## config.mk

```make
export PLATFORM = sky130hd
export DESIGN_NAME = rc_link_frame_parser
export DESIGN_NICKNAME = d
export VERILOG_FILES = /design/src/design/rclfp_pkg.sv /design/src/design/rclfp_store.sv /design/src/design/rclfp_crc8.sv /design/src/design/rclfp_pulse_div.sv /design/src/design/rc_link_frame_parser.sv
export VERILOG_INCLUDE_DIRS = /design/src /design/src/design
export SDC_FILE = /design/constraint.sdc
export NUM_CORES = 1
export LEC_CHECK = 0
export BUFFER_PORTS_ARGS = -buffer_cell sky130_fd_sc_hd__buf_2
export CAP_MARGIN = 20
export CORE_ASPECT_RATIO = 0.6
export CORE_MARGIN = 1
export CORE_UTILIZATION = 42
export CTS_CLUSTER_SIZE = 25
export DETAILED_ROUTE_END_ITERATION = 12
export PLACE_DENSITY = 0.58
export SLEW_MARGIN = 10
export SYNTH_ARGS = -nofsm -noshare
export SYNTH_HDL_FRONTEND = slang
export SYNTH_HIERARCHICAL = 1
export SYNTH_SLANG_ARGS = --single-unit
```

## constraint.sdc

```tcl
create_clock -name clk -period 4.6 [get_ports clk]
set_input_delay 0.92 -clock clk [delete_from_list [all_inputs] [get_ports clk]]
set_output_delay 0.92 -clock clk [all_outputs]
set_load 0.02 [all_outputs]
```

## src/design/rc_link_frame_parser_defines.svh

```systemverilog
// Assertion macros shared by the RTL of the RC-link frame parser.
// Needs a clock named clk and an active-low reset named rst_n in scope.
`ifndef RC_LINK_FRAME_PARSER_DEFINES_SVH
`define RC_LINK_FRAME_PARSER_DEFINES_SVH

// Same-cycle implication.
`define RCLFP_ASSERT_NOW(lbl, ante, cons, msg) \
  lbl: assert property (@(posedge clk) disable iff (!rst_n) (ante) |-> (cons)) else $error(msg);

// Next-cycle implication.
`define RCLFP_ASSERT_NEXT(lbl, ante, cons, msg) \
  lbl: assert property (@(posedge clk) disable iff (!rst_n) (ante) |=> (cons)) else $error(msg);

`endif

```

## src/design/rclfp_pkg.sv

```systemverilog
// Shared types and constants of the RC-link frame parser.
// No dependencies; used by rclfp_crc8, rclfp_pulse_div and the top level.
`timescale 1ns / 1ps
package rclfp_pkg;

  localparam logic [7:0]  RC_LENGTH  = 8'd24;
  localparam logic [7:0]  RC_TYPE    = 8'h16;
  localparam logic [7:0]  CRC_POLY   = 8'hD5;
  localparam int          LEN_AT     = 1;
  localparam int          TYPE_AT    = 2;
  localparam int          PAYLOAD_AT = 3;
  localparam int          CRC_AT     = 25;
  localparam int          CHAN_BITS  = 11;
  // (2048*v + 2888047) / 3278 is (1024*v + 1443204) / 1639 rounded half up
  localparam logic [22:0] PULSE_BIAS = 23'd2888047;
  localparam logic [12:0] PULSE_DIV  = 13'd3278;

  typedef struct packed {
    logic clr;
    logic en;
    logic din;
  } crc_ctl_t;

endpackage

```

## src/design/rclfp_store.sv

```systemverilog
// Frame byte memory: one write port, one registered read port.
// Depends on nothing but its parameter.
`timescale 1ns / 1ps
module rclfp_store #(
  parameter int BUFFER_BYTES = 64
) (
  input  logic                            clk,
  input  logic                            wr_en,
  input  logic [$clog2(BUFFER_BYTES)-1:0] wr_addr,
  input  logic [7:0]                      wr_data,
  input  logic [$clog2(BUFFER_BYTES)-1:0] rd_addr,
  output logic [7:0]                      rd_data
);

  logic [7:0] mem_r [BUFFER_BYTES];
  logic [7:0] rd_data_r;

  always_ff @(posedge clk) begin
    if (wr_en) begin
      mem_r[wr_addr] <= wr_data;
    end
    rd_data_r <= mem_r[rd_addr];
  end

  assign rd_data = rd_data_r;

endmodule

```

## src/design/rclfp_crc8.sv

```systemverilog
// Bit-serial CRC-8 (poly 0xD5, init 0), MSB first; one bit per enabled cycle.
// Depends on rclfp_pkg for the control struct and polynomial.
`timescale 1ns / 1ps
module rclfp_crc8 (
  input  logic               clk,
  input  logic               rst_n,
  input  rclfp_pkg::crc_ctl_t ctl,
  output logic [7:0]         crc
);
  import rclfp_pkg::*;

  logic [7:0] crc_r, crc_nxt;
  logic       fb;

  always_comb begin
    fb      = crc_r[7] ^ ctl.din;
    crc_nxt = crc_r;
    if (ctl.clr) begin
      crc_nxt = 8'd0;
    end else if (ctl.en) begin
      crc_nxt = {crc_r[6:0], 1'b0} ^ (fb ? CRC_POLY : 8'd0);
    end
  end

  always_ff @(posedge clk) begin
    if (!rst_n) begin
      crc_r <= 8'd0;
    end else begin
      crc_r <= crc_nxt;
    end
  end

  assign crc = crc_r;

endmodule

```

## src/design/rclfp_pulse_div.sv

```systemverilog
// Serial restoring divider turning an 11-bit channel into microseconds.
// Depends on rclfp_pkg for the bias and divisor; one quotient bit per cycle.
`timescale 1ns / 1ps
module rclfp_pulse_div (
  input  logic        clk,
  input  logic        rst_n,
  input  logic        start,
  input  logic [10:0] chan,
  output logic        done,
  output logic [11:0] pulse
);
  import rclfp_pkg::*;

  logic        busy_r;
  logic        done_r;
  logic [3:0]  cnt_r;
  logic [11:0] rem_r;
  logic [11:0] num_r;
  logic [11:0] q_r;
  logic [22:0] num_full;
  logic [12:0] trial;
  logic        ge;

  assign num_full = {chan, 12'd0} / 23'd2 + PULSE_BIAS;
  assign trial    = {rem_r, num_r[11]};
  assign ge       = trial >= PULSE_DIV;

  always_ff @(posedge clk) begin
    if (!rst_n) begin
      busy_r <= 1'b0;
      done_r <= 1'b0;
      cnt_r  <= 4'd0;
    end else begin
      done_r <= 1'b0;
      if (start) begin
        busy_r <= 1'b1;
        cnt_r  <= 4'd0;
      end else if (busy_r) begin
        cnt_r <= cnt_r + 4'd1;
        if (cnt_r == 4'd11) begin
          busy_r <= 1'b0;
          done_r <= 1'b1;
        end
      end
    end
  end

  always_ff @(posedge clk) begin
    if (start) begin
      rem_r <= {1'b0, num_full[22:12]};
      num_r <= num_full[11:0];
      q_r   <= 12'd0;
    end else if (busy_r) begin
      rem_r <= ge ? 12'(trial - PULSE_DIV) : trial[11:0];
      num_r <= {num_r[10:0], 1'b0};
      q_r   <= {q_r[10:0], ge};
    end
  end

  assign done  = done_r;
  assign pulse = q_r;

endmodule

```

## src/design/rc_link_frame_parser.sv

```systemverilog
// Top level of the RC-link frame parser: sync tracking and frame sequencer.
// Depends on rclfp_pkg, rclfp_store, rclfp_crc8, rclfp_pulse_div and the defines header.
//
// Usage: one received serial byte is a transaction on the input channel
// (in_valid / in_stall / in_rx_byte). While unsynced the parser watches for a
// length byte 24 followed by type 0x16 and aligns the frame on it. Once a
// complete 26-byte RC-channels frame with a good CRC-8 is in, the block emits
// one result transaction per channel on the output channel (out_valid /
// out_stall), in channel order, the last one flagged by out_last_channel.
// A channel_limit of zero gives a single result with out_value_valid low.
// A byte that does not complete a frame leaves in_stall low. A byte that
// completes a good frame holds in_stall high for the CRC sweep (the
// bit-serial CRC, fed through the one memory read port) and then for each
// emitted channel (11-bit serial unpack and the 12-step divider).
// Results sit in an output register: a stalled receiver holds the current
// result and the sequencer waits. Reset (rst_n, synchronous) empties the
// buffer, drops sync and sets channel_limit to 16; buffer contents stay.
`timescale 1ns / 1ps
`include "rc_link_frame_parser_defines.svh"
module rc_link_frame_parser #(
  parameter int BUFFER_BYTES = 64,
  parameter int CHANNELS     = 16
) (
  input  logic        clk,
  input  logic        rst_n,
  input  logic        cfg_wr_en,
  input  logic [4:0]  cfg_channel_limit,
  input  logic        in_valid,
  output logic        in_stall,
  input  logic [7:0]  in_rx_byte,
  output logic        out_valid,
  input  logic        out_stall,
  output logic [3:0]  out_channel_index,
  output logic [11:0] out_channel_value,
  output logic [4:0]  out_channel_count,
  output logic        out_last_channel,
  output logic        out_value_valid
);
  import rclfp_pkg::*;

  localparam int AW = $clog2(BUFFER_BYTES);
  localparam int FW = $clog2(BUFFER_BYTES + 1);

  typedef enum logic [8:0] {
    S_IDLE   = 9'b000000001,
    S_CFETCH = 9'b000000010,
    S_CLOAD  = 9'b000000100,
    S_CBIT   = 9'b000001000,
    S_DFETCH = 9'b000010000,
    S_DLOAD  = 9'b000100000,
    S_DBIT   = 9'b001000000,
    S_DIV    = 9'b010000000,
    S_OUT    = 9'b100000000
  } state_t;

  state_t      state_r, state_nxt;
  logic [FW-1:0] fill_r, fill_nxt;
  logic        sync_r, sync_nxt;
  logic [7:0]  prev_r, prev_nxt;
  logic [7:0]  len_r, len_nxt;
  logic [7:0]  type_r, type_nxt;
  logic [4:0]  limit_r;
  logic [AW-1:0] addr_r, addr_nxt;
  logic [7:0]  sh_r, sh_nxt;
  logic [2:0]  cnt_r, cnt_nxt;
  logic [3:0]  chb_r, chb_nxt;
  logic [10:0] acc_r, acc_nxt;
  logic [3:0]  k_r, k_nxt;
  logic [3:0]  o_idx_r, o_idx_nxt;
  logic [11:0] o_val_r, o_val_nxt;
  logic [4:0]  o_cnt_r, o_cnt_nxt;
  logic        o_last_r, o_last_nxt;
  logic        o_vv_r, o_vv_nxt;

  logic        accept;
  logic        wr_en;
  logic [AW-1:0] wr_addr;
  logic [7:0]  rd_data;
  logic [7:0]  crc;
  crc_ctl_t    crc_ctl;
  logic        div_start;
  logic [10:0] div_chan;
  logic        div_done;
  logic [11:0] div_q;
  logic [FW:0] grown;
  logic [8:0]  flen;
  logic        proc_go;
  logic [4:0]  n_chan;
  logic        k_last;

  assign accept    = in_valid && !in_stall;
  assign in_stall  = (state_r != S_IDLE);
  assign out_valid = (state_r == S_OUT);
  assign n_chan    = (limit_r > 5'(CHANNELS)) ? 5'(CHANNELS) : limit_r;
  assign k_last    = ({1'b0, k_r} + 5'd1) == n_chan;
  assign grown     = {1'b0, fill_r} + {{FW{1'b0}}, 1'b1};
  assign flen      = {1'b0, len_r} + 9'd2;

  // Byte intake: sync hunt while unsynced, frame bookkeeping once synced.
  always_comb begin
    fill_nxt = fill_r;
    sync_nxt = sync_r;
    prev_nxt = prev_r;
    len_nxt  = len_r;
    type_nxt = type_r;
    wr_en    = 1'b0;
    wr_addr  = fill_r[AW-1:0];
    proc_go  = 1'b0;
    if (accept) begin
      if (fill_r == FW'(BUFFER_BYTES)) begin
        fill_nxt = '0;
        sync_nxt = 1'b0;
      end else if (!sync_r) begin
        prev_nxt = in_rx_byte;
        if (fill_r >= FW'(2) && prev_r == RC_LENGTH && in_rx_byte == RC_TYPE) begin
          // realign: previous two bytes plus this one form the frame head
          sync_nxt = 1'b1;
          fill_nxt = FW'(3);
          len_nxt  = RC_LENGTH;
          type_nxt = RC_TYPE;
          wr_en    = 1'b1;
          wr_addr  = AW'(TYPE_AT);
        end else if (grown == (FW + 1)'(BUFFER_BYTES)) begin
          fill_nxt = FW'(3);
        end else begin
          fill_nxt = grown[FW-1:0];
        end
      end else begin
        wr_en = 1'b1;
        if (fill_r == FW'(LEN_AT)) begin
          len_nxt = in_rx_byte;
        end
        if (fill_r == FW'(TYPE_AT)) begin
          type_nxt = in_rx_byte;
        end
        fill_nxt = grown[FW-1:0];
        if (grown >= (FW + 1)'(3)) begin
          if (flen > 9'(BUFFER_BYTES) || flen < 9'd4) begin
            fill_nxt = '0;
            sync_nxt = 1'b0;
          end else if (grown == (FW + 1)'(flen)) begin
            fill_nxt = '0;
            proc_go  = (len_r == RC_LENGTH) && (type_r == RC_TYPE);
          end
        end
      end
    end
  end

  // Frame sequencer: CRC sweep, serial channel unpack, conversion, emission.
  always_comb begin
    state_nxt  = state_r;
    addr_nxt   = addr_r;
    sh_nxt     = sh_r;
    cnt_nxt    = cnt_r;
    chb_nxt    = chb_r;
    acc_nxt    = acc_r;
    k_nxt      = k_r;
    o_idx_nxt  = o_idx_r;
    o_val_nxt  = o_val_r;
    o_cnt_nxt  = o_cnt_r;
    o_last_nxt = o_last_r;
    o_vv_nxt   = o_vv_r;
    div_start  = 1'b0;
    div_chan   = {sh_r[0], acc_r[10:1]};
    crc_ctl    = '{clr: proc_go, en: 1'b0, din: sh_r[7]};
    case (state_r)
      S_IDLE: begin
        if (proc_go) begin
          addr_nxt  = AW'(TYPE_AT);
          cnt_nxt   = 3'd0;
          state_nxt = S_CFETCH;
        end
      end
      S_CFETCH: state_nxt = S_CLOAD;
      S_CLOAD: begin
        if (addr_r == AW'(CRC_AT)) begin
          if (crc != rd_data) begin
            state_nxt = S_IDLE;
          end else if (n_chan == 5'd0) begin
            o_idx_nxt  = 4'd0;
            o_val_nxt  = 12'd0;
            o_cnt_nxt  = 5'd0;
            o_last_nxt = 1'b1;
            o_vv_nxt   = 1'b0;
            state_nxt  = S_OUT;
          end else begin
            addr_nxt  = AW'(PAYLOAD_AT);
            k_nxt     = 4'd0;
            cnt_nxt   = 3'd0;
            chb_nxt   = 4'd0;
            state_nxt = S_DFETCH;
          end
        end else begin
          sh_nxt    = rd_data;
          state_nxt = S_CBIT;
        end
      end
      S_CBIT: begin
        crc_ctl.en = 1'b1;
        sh_nxt     = {sh_r[6:0], 1'b0};
        cnt_nxt    = cnt_r + 3'd1;
        if (cnt_r == 3'd7) begin
          addr_nxt  = addr_r + AW'(1);
          state_nxt = S_CFETCH;
        end
      end
      S_DFETCH: state_nxt = S_DLOAD;
      S_DLOAD: begin
        sh_nxt    = rd_data;
        state_nxt = S_DBIT;
      end
      S_DBIT: begin
        sh_nxt  = {1'b0, sh_r[7:1]};
        cnt_nxt = cnt_r + 3'd1;
        if (cnt_r == 3'd7) begin
          addr_nxt = addr_r + AW'(1);
        end
        if (chb_r == 4'(CHAN_BITS - 1)) begin
          div_start = 1'b1;
          chb_nxt   = 4'd0;
          state_nxt = S_DIV;
        end else begin
          acc_nxt = {sh_r[0], acc_r[10:1]};
          chb_nxt = chb_r + 4'd1;
          if (cnt_r == 3'd7) begin
            state_nxt = S_DFETCH;
          end
        end
      end
      S_DIV: begin
        if (div_done) begin
          o_idx_nxt  = k_r;
          o_val_nxt  = div_q;
          o_cnt_nxt  = n_chan;
          o_last_nxt = k_last;
          o_vv_nxt   = 1'b1;
          state_nxt  = S_OUT;
        end
      end
      S_OUT: begin
        if (!out_stall) begin
          if (o_last_r) begin
            state_nxt = S_IDLE;
          end else begin
            k_nxt     = k_r + 4'd1;
            state_nxt = (cnt_r == 3'd0) ? S_DFETCH : S_DBIT;
          end
        end
      end
      default: state_nxt = S_IDLE;
    endcase
  end

  always_ff @(posedge clk) begin
    if (!rst_n) begin
      state_r <= S_IDLE;
      fill_r  <= '0;
      sync_r  <= 1'b0;
      limit_r <= 5'd16;
    end else begin
      state_r <= state_nxt;
      fill_r  <= fill_nxt;
      sync_r  <= sync_nxt;
      if (cfg_wr_en) begin
        limit_r <= cfg_channel_limit;
      end
    end
  end

  // Payload and datapath registers: no reset needed.
  always_ff @(posedge clk) begin
    prev_r   <= prev_nxt;
    len_r    <= len_nxt;
    type_r   <= type_nxt;
    addr_r   <= addr_nxt;
    sh_r     <= sh_nxt;
    cnt_r    <= cnt_nxt;
    chb_r    <= chb_nxt;
    acc_r    <= acc_nxt;
    k_r      <= k_nxt;
    o_idx_r  <= o_idx_nxt;
    o_val_r  <= o_val_nxt;
    o_cnt_r  <= o_cnt_nxt;
    o_last_r <= o_last_nxt;
    o_vv_r   <= o_vv_nxt;
  end

  rclfp_store #(.BUFFER_BYTES(BUFFER_BYTES)) u_store (
    .clk     (clk),
    .wr_en   (wr_en),
    .wr_addr (wr_addr),
    .wr_data (in_rx_byte),
    .rd_addr (addr_r),
    .rd_data (rd_data)
  );

  rclfp_crc8 u_crc (
    .clk   (clk),
    .rst_n (rst_n),
    .ctl   (crc_ctl),
    .crc   (crc)
  );

  rclfp_pulse_div u_div (
    .clk   (clk),
    .rst_n (rst_n),
    .start (div_start),
    .chan  (div_chan),
    .done  (div_done),
    .pulse (div_q)
  );

  assign out_channel_index = o_idx_r;
  assign out_channel_value = o_val_r;
  assign out_channel_count = o_cnt_r;
  assign out_last_channel  = o_last_r;
  assign out_value_valid   = o_vv_r;

  `RCLFP_ASSERT_NOW(a_fill_bound, 1'b1, fill_r <= FW'(BUFFER_BYTES), "fill count beyond buffer")
  `RCLFP_ASSERT_NOW(a_out_empty, out_valid, fill_r == '0 && sync_r, "result while buffer busy")
  `RCLFP_ASSERT_NEXT(a_last_ends, out_valid && out_last_channel && !out_stall, !out_valid, "result after last channel")
  `RCLFP_ASSERT_NOW(a_novalue, out_valid && !out_value_valid, out_last_channel && out_channel_count == 5'd0, "empty result not alone")

endmodule

```

==> metrics list <==
- DRC Markers: 0
* Beginning of the worst hold path: u_div/rem_r[11]
* Starting DRC count in detailed routing: approximately 1700
* Share of the cycle needed by the critical path after routing: between 80 and 90%
* Hold-fix buffers at CTS: 0
- The routed layout has about 16000 vias.
* Leading post-synthesis cells by cell area: edfxtp_1 66%, mux4_2 10%, dfxtp_1 4.1%
* Area Growth Syn to Fin: 13.1%
* Placed Instances: 2629
- For this run, the top clock speed supported by timing is 0.263 GHz.
- Wirelength per Cell: about 25 um
- The clock reaches the later pin of the worst-skew pair after between 0.6 and 0.7 ns.
- After global routing the overflow that remains totals 0.
- In this run the power density over the cells is about 380 nW/um2.
- Unrepaired setup endpoints after global routing: no
* Final worst path period need: between 3 and 4 ns
- CTS tree: done
* Clock tree skew after final layout: 0.0234 ns
- Clock transition at the registers of the reported paths: ~0.060 ns
* CTS root buf: clkbuf_16
* Pin count of the biggest net entering global routing: around 110
- Hold Slack: 0.497 ns
- The max-slew violation count is 0.
* Count of input and output buffers: 42
- The number of buffers and inverters on the critical path is 3.
- Setup violations remaining at the end of the flow were counted as 0.
- Global-route usage over all layers: between 20% and 30%
* Run status: finished, final reports clean
- For this configuration, the core starts out at a cell density of 42.9%.
* Antenna-violating nets left: 0
- Number of library cell types mapped by synthesis: 84
- In this run the count of I/O pins placed on the die edge is 43.
- Clock tree synthesis found a total of a little under 700 sinks.
- TritonCTS buffer count: 61
- Cell with the biggest individual delay on the critical path: or3b_2
- The die covers approximately 67000 um2.
- Ranked by instance count, the synthesized netlist is headed by 617 x edfxtp_1, 150 x nor2_1, 124 x mux4_2, 83 x nand2_1, 57 x dfxtp_1.
* Parity-gate share of the synthesized area counting xor and xnor cells: under 10%
* Number of flip-flops and latches in the synthesized netlist: 674
* Cell area after technology mapping: 27900 um2
- Number of global-route vias before repair: 15200
- Setup Total Neg Slack: 0 ns
* Max-cap viol count: 0
- Synthesis produced a netlist with a net count of approximately 1700.
- In the routed layout, each cell is associated on average with a via count of around 5.8.
- The worst setup path is launched from an input port.
- Averaged over all synthesized cells, the footprint is around 17 um2.
- Post-Place Cell Area: 29600 um2
- Category of the worst setup path capture point: register
- Sum of routed wire length over all layers: slightly below 70000 um
- The most critical setup path has its startpoint at in_rx_byte[5].
- Routability-driven placement finished with a final weighted congestion of ~0.86.
- Simple-gate portion of the synthesized area: 8.84%
- The analysis attributes to cell leakage a power of a little over 0.01 uW.
- Number of enable flip-flop cells after synthesis: about 620
- The die is roughly 330 um wide.
- The first TritonRoute pass finished after 5 iterations.
* Final Instance Count excl. Fillers: ~2700
- Post-synthesis instance total: approximately 1700
- The worst setup path is of the input port to register kind.
- Among the stages of the critical path, the cell type that occurs most often is buf_4.
- The tightest min-delay check is of the register to register type.
- The signal on the critical path passes through buf_2 > nor4b_1 > buf_4 > nand4_1 > a21oi_1 > nand2_1 > or3_1 > and2_1 > or3b_2 > or2_2 > nor2_1 > buf_4.
- VDD sags by at most 0.272 mV.
- Most common flop cell mapped by yosys: edfxtp_1
* Layout cell share with drive strength beyond 1: 21.8%
* Dominant cell type by area after synthesis: edfxtp_1
* Top-count cell post-synth: edfxtp_1
- Dominant combinational cell family by area after synthesis: multiplexers
* Detailed Place HPWL: about 46000 um
* Post-route design area: 31500 um2
- For the worst setup path, the data required time is approximately 5.0 ns.
- Summing the areas of all compound-gate instances in the mapped netlist gives under 10% of the synthesized area.
* Floorplan die height: 202 um
- Share of synthesized flip-flops with an asynchronous set or reset: 0%
* Number of gates resized after cts: 0
* Fraction of synthesized area in multiplexers: 11.6%
* Transition time at the pin with the least slew margin: between 0.9 and 1 ns
- The H-tree was split into 2 levels.
- The total area inside the core boundary comes to 65000 um2.
* Yosys synthesis warning count: 6
- Max_slew headroom: a little under two fifths
- Setup repair bufs after CTS: 0
- Largest incremental delay on the critical path: around 0.48 ns
- Data on the critical path arrives at its endpoint at a little over 4 ns.
- Top-area cell type share of the netlist area: 66.4%
- Along the worst path, the maximum fanout reaches 8.
* Nets: around 1800
- After Yosys synthesis, full adders, half adders and majority gates account for 0.718% of the synthesized area.
* Category of cells accounting for the largest share of critical-path delay: simple AND/OR/NAND/NOR gates
- The number of antenna violations at the first check in global routing came to 2.
- The first global-routing pass estimated 103000 um of wire.
* Final hold vios: 0
- Worst reg2reg path startpoint: prev_r[0]
- The longest clock path from root to sink contains 3 buffers.
- Rows: 72
- Fraction of the yosys area taken by sequential cells: between 70% and 80%
-- registers in the layout, summed over array words and instances, names as in the netlist, 5 cells and up --
signal,count
acc_r,10
addr_r,6
fill_r,7
len_r,8
limit_r,5
out_channel_count,5
out_channel_value,12
prev_r,8
sh_r,8
state_r,9
type_r,8
u_crc/crc,8
u_div/num_r,12
u_div/pulse,12
u_div/rem_r,12
u_store/mem_r,512
u_store/rd_data,8
-- power by group --
part | leakage (uW) | internal (uW) | switching, uW
clock network | 0.000947 | 2750 | 2220
registers | 0.00601 | 6670 | 10.9
logic | 0.00319 | 43.5 | 145
total | 0.0102 | 9470 | 2380
-- final cells by class --
class,count,area [um2]
diodes,1,2.50
inverters,24,90.1
clock buffers,84,1710
repair buffers,151,1090
fillers,5452,33500
clock inverters,30,225
flip-flops and latches,674,19700
well taps,888,1110
multi-input cells,893,7640
-- cells by family after synthesis --
group                    count (synthesis)
flip-flops                             674
AND/OR/NAND/NOR                        482
AO/OA/AOI/OAI                          181
multiplexers                           167
buffers and inverters                  114
XOR/XNOR                                47
adder cells (fa/ha/maj)                 16
-- worst register-to-register path, cell delays in order (launching register included) --
cell	delay (ns)
edfxtp_1	0.37
nor4b_1	0.50
nand4_1	0.29
a21oi_1	0.25
nand2_1	0.09
or3_1	0.39
and2_1	0.21
or3b_2	0.48
or2_2	0.40
nor2_1	0.15
buf_4	0.20
-- per-layer routing --
layer	routed length [um]	GRT usage [%]	up-vias
met5	0	0	-
met4	825	3.91	0
met3	6930	5.62	71
met2	26500	25.7	629
met1	35200	35.5	8231
li1	-	-	6870
-- final timing paths --
check	to	slack, ns	depth (start not counted)
hold reg to reg	u_div/rem_r[11]	0.50	2
hold / removal	u_div/rem_r[11]	0.50	2
setup / recovery	u_store/mem_r[4][7]	0.80	12
setup reg to reg	u_store/mem_r[4][7]	0.98	10
-- through the flow --
stage | setup slack [ns] | total power [uW] | util [%]
floorplan | 0.668 | 6880 | -
global placement | 0.308 | 7000 | 45.5
detailed placement | 0.158 | 7010 | 45.5
CTS | 0.822 | 12000 | 48.4
global route | 0.741 | 12200 | 48.5
finish | 0.803 | 11800 | 48.5
-- cells in the final DEF (no fill, tap or decap), types with 24 or more instances in the layout --
cell type,count
and2_1,31
nand3_1,42
buf_4,104
buf_2,42
clkbuf_16,63
mux4_2,124
o22ai_1,24
edfxtp_1,617
o21ai_0,25
xnor2_1,30
mux2i_1,40
nand2_1,83
nor2b_1,30
nor2_1,149
dfxtp_1,57
Note: power is estimated with default switching activity, not from simulation.
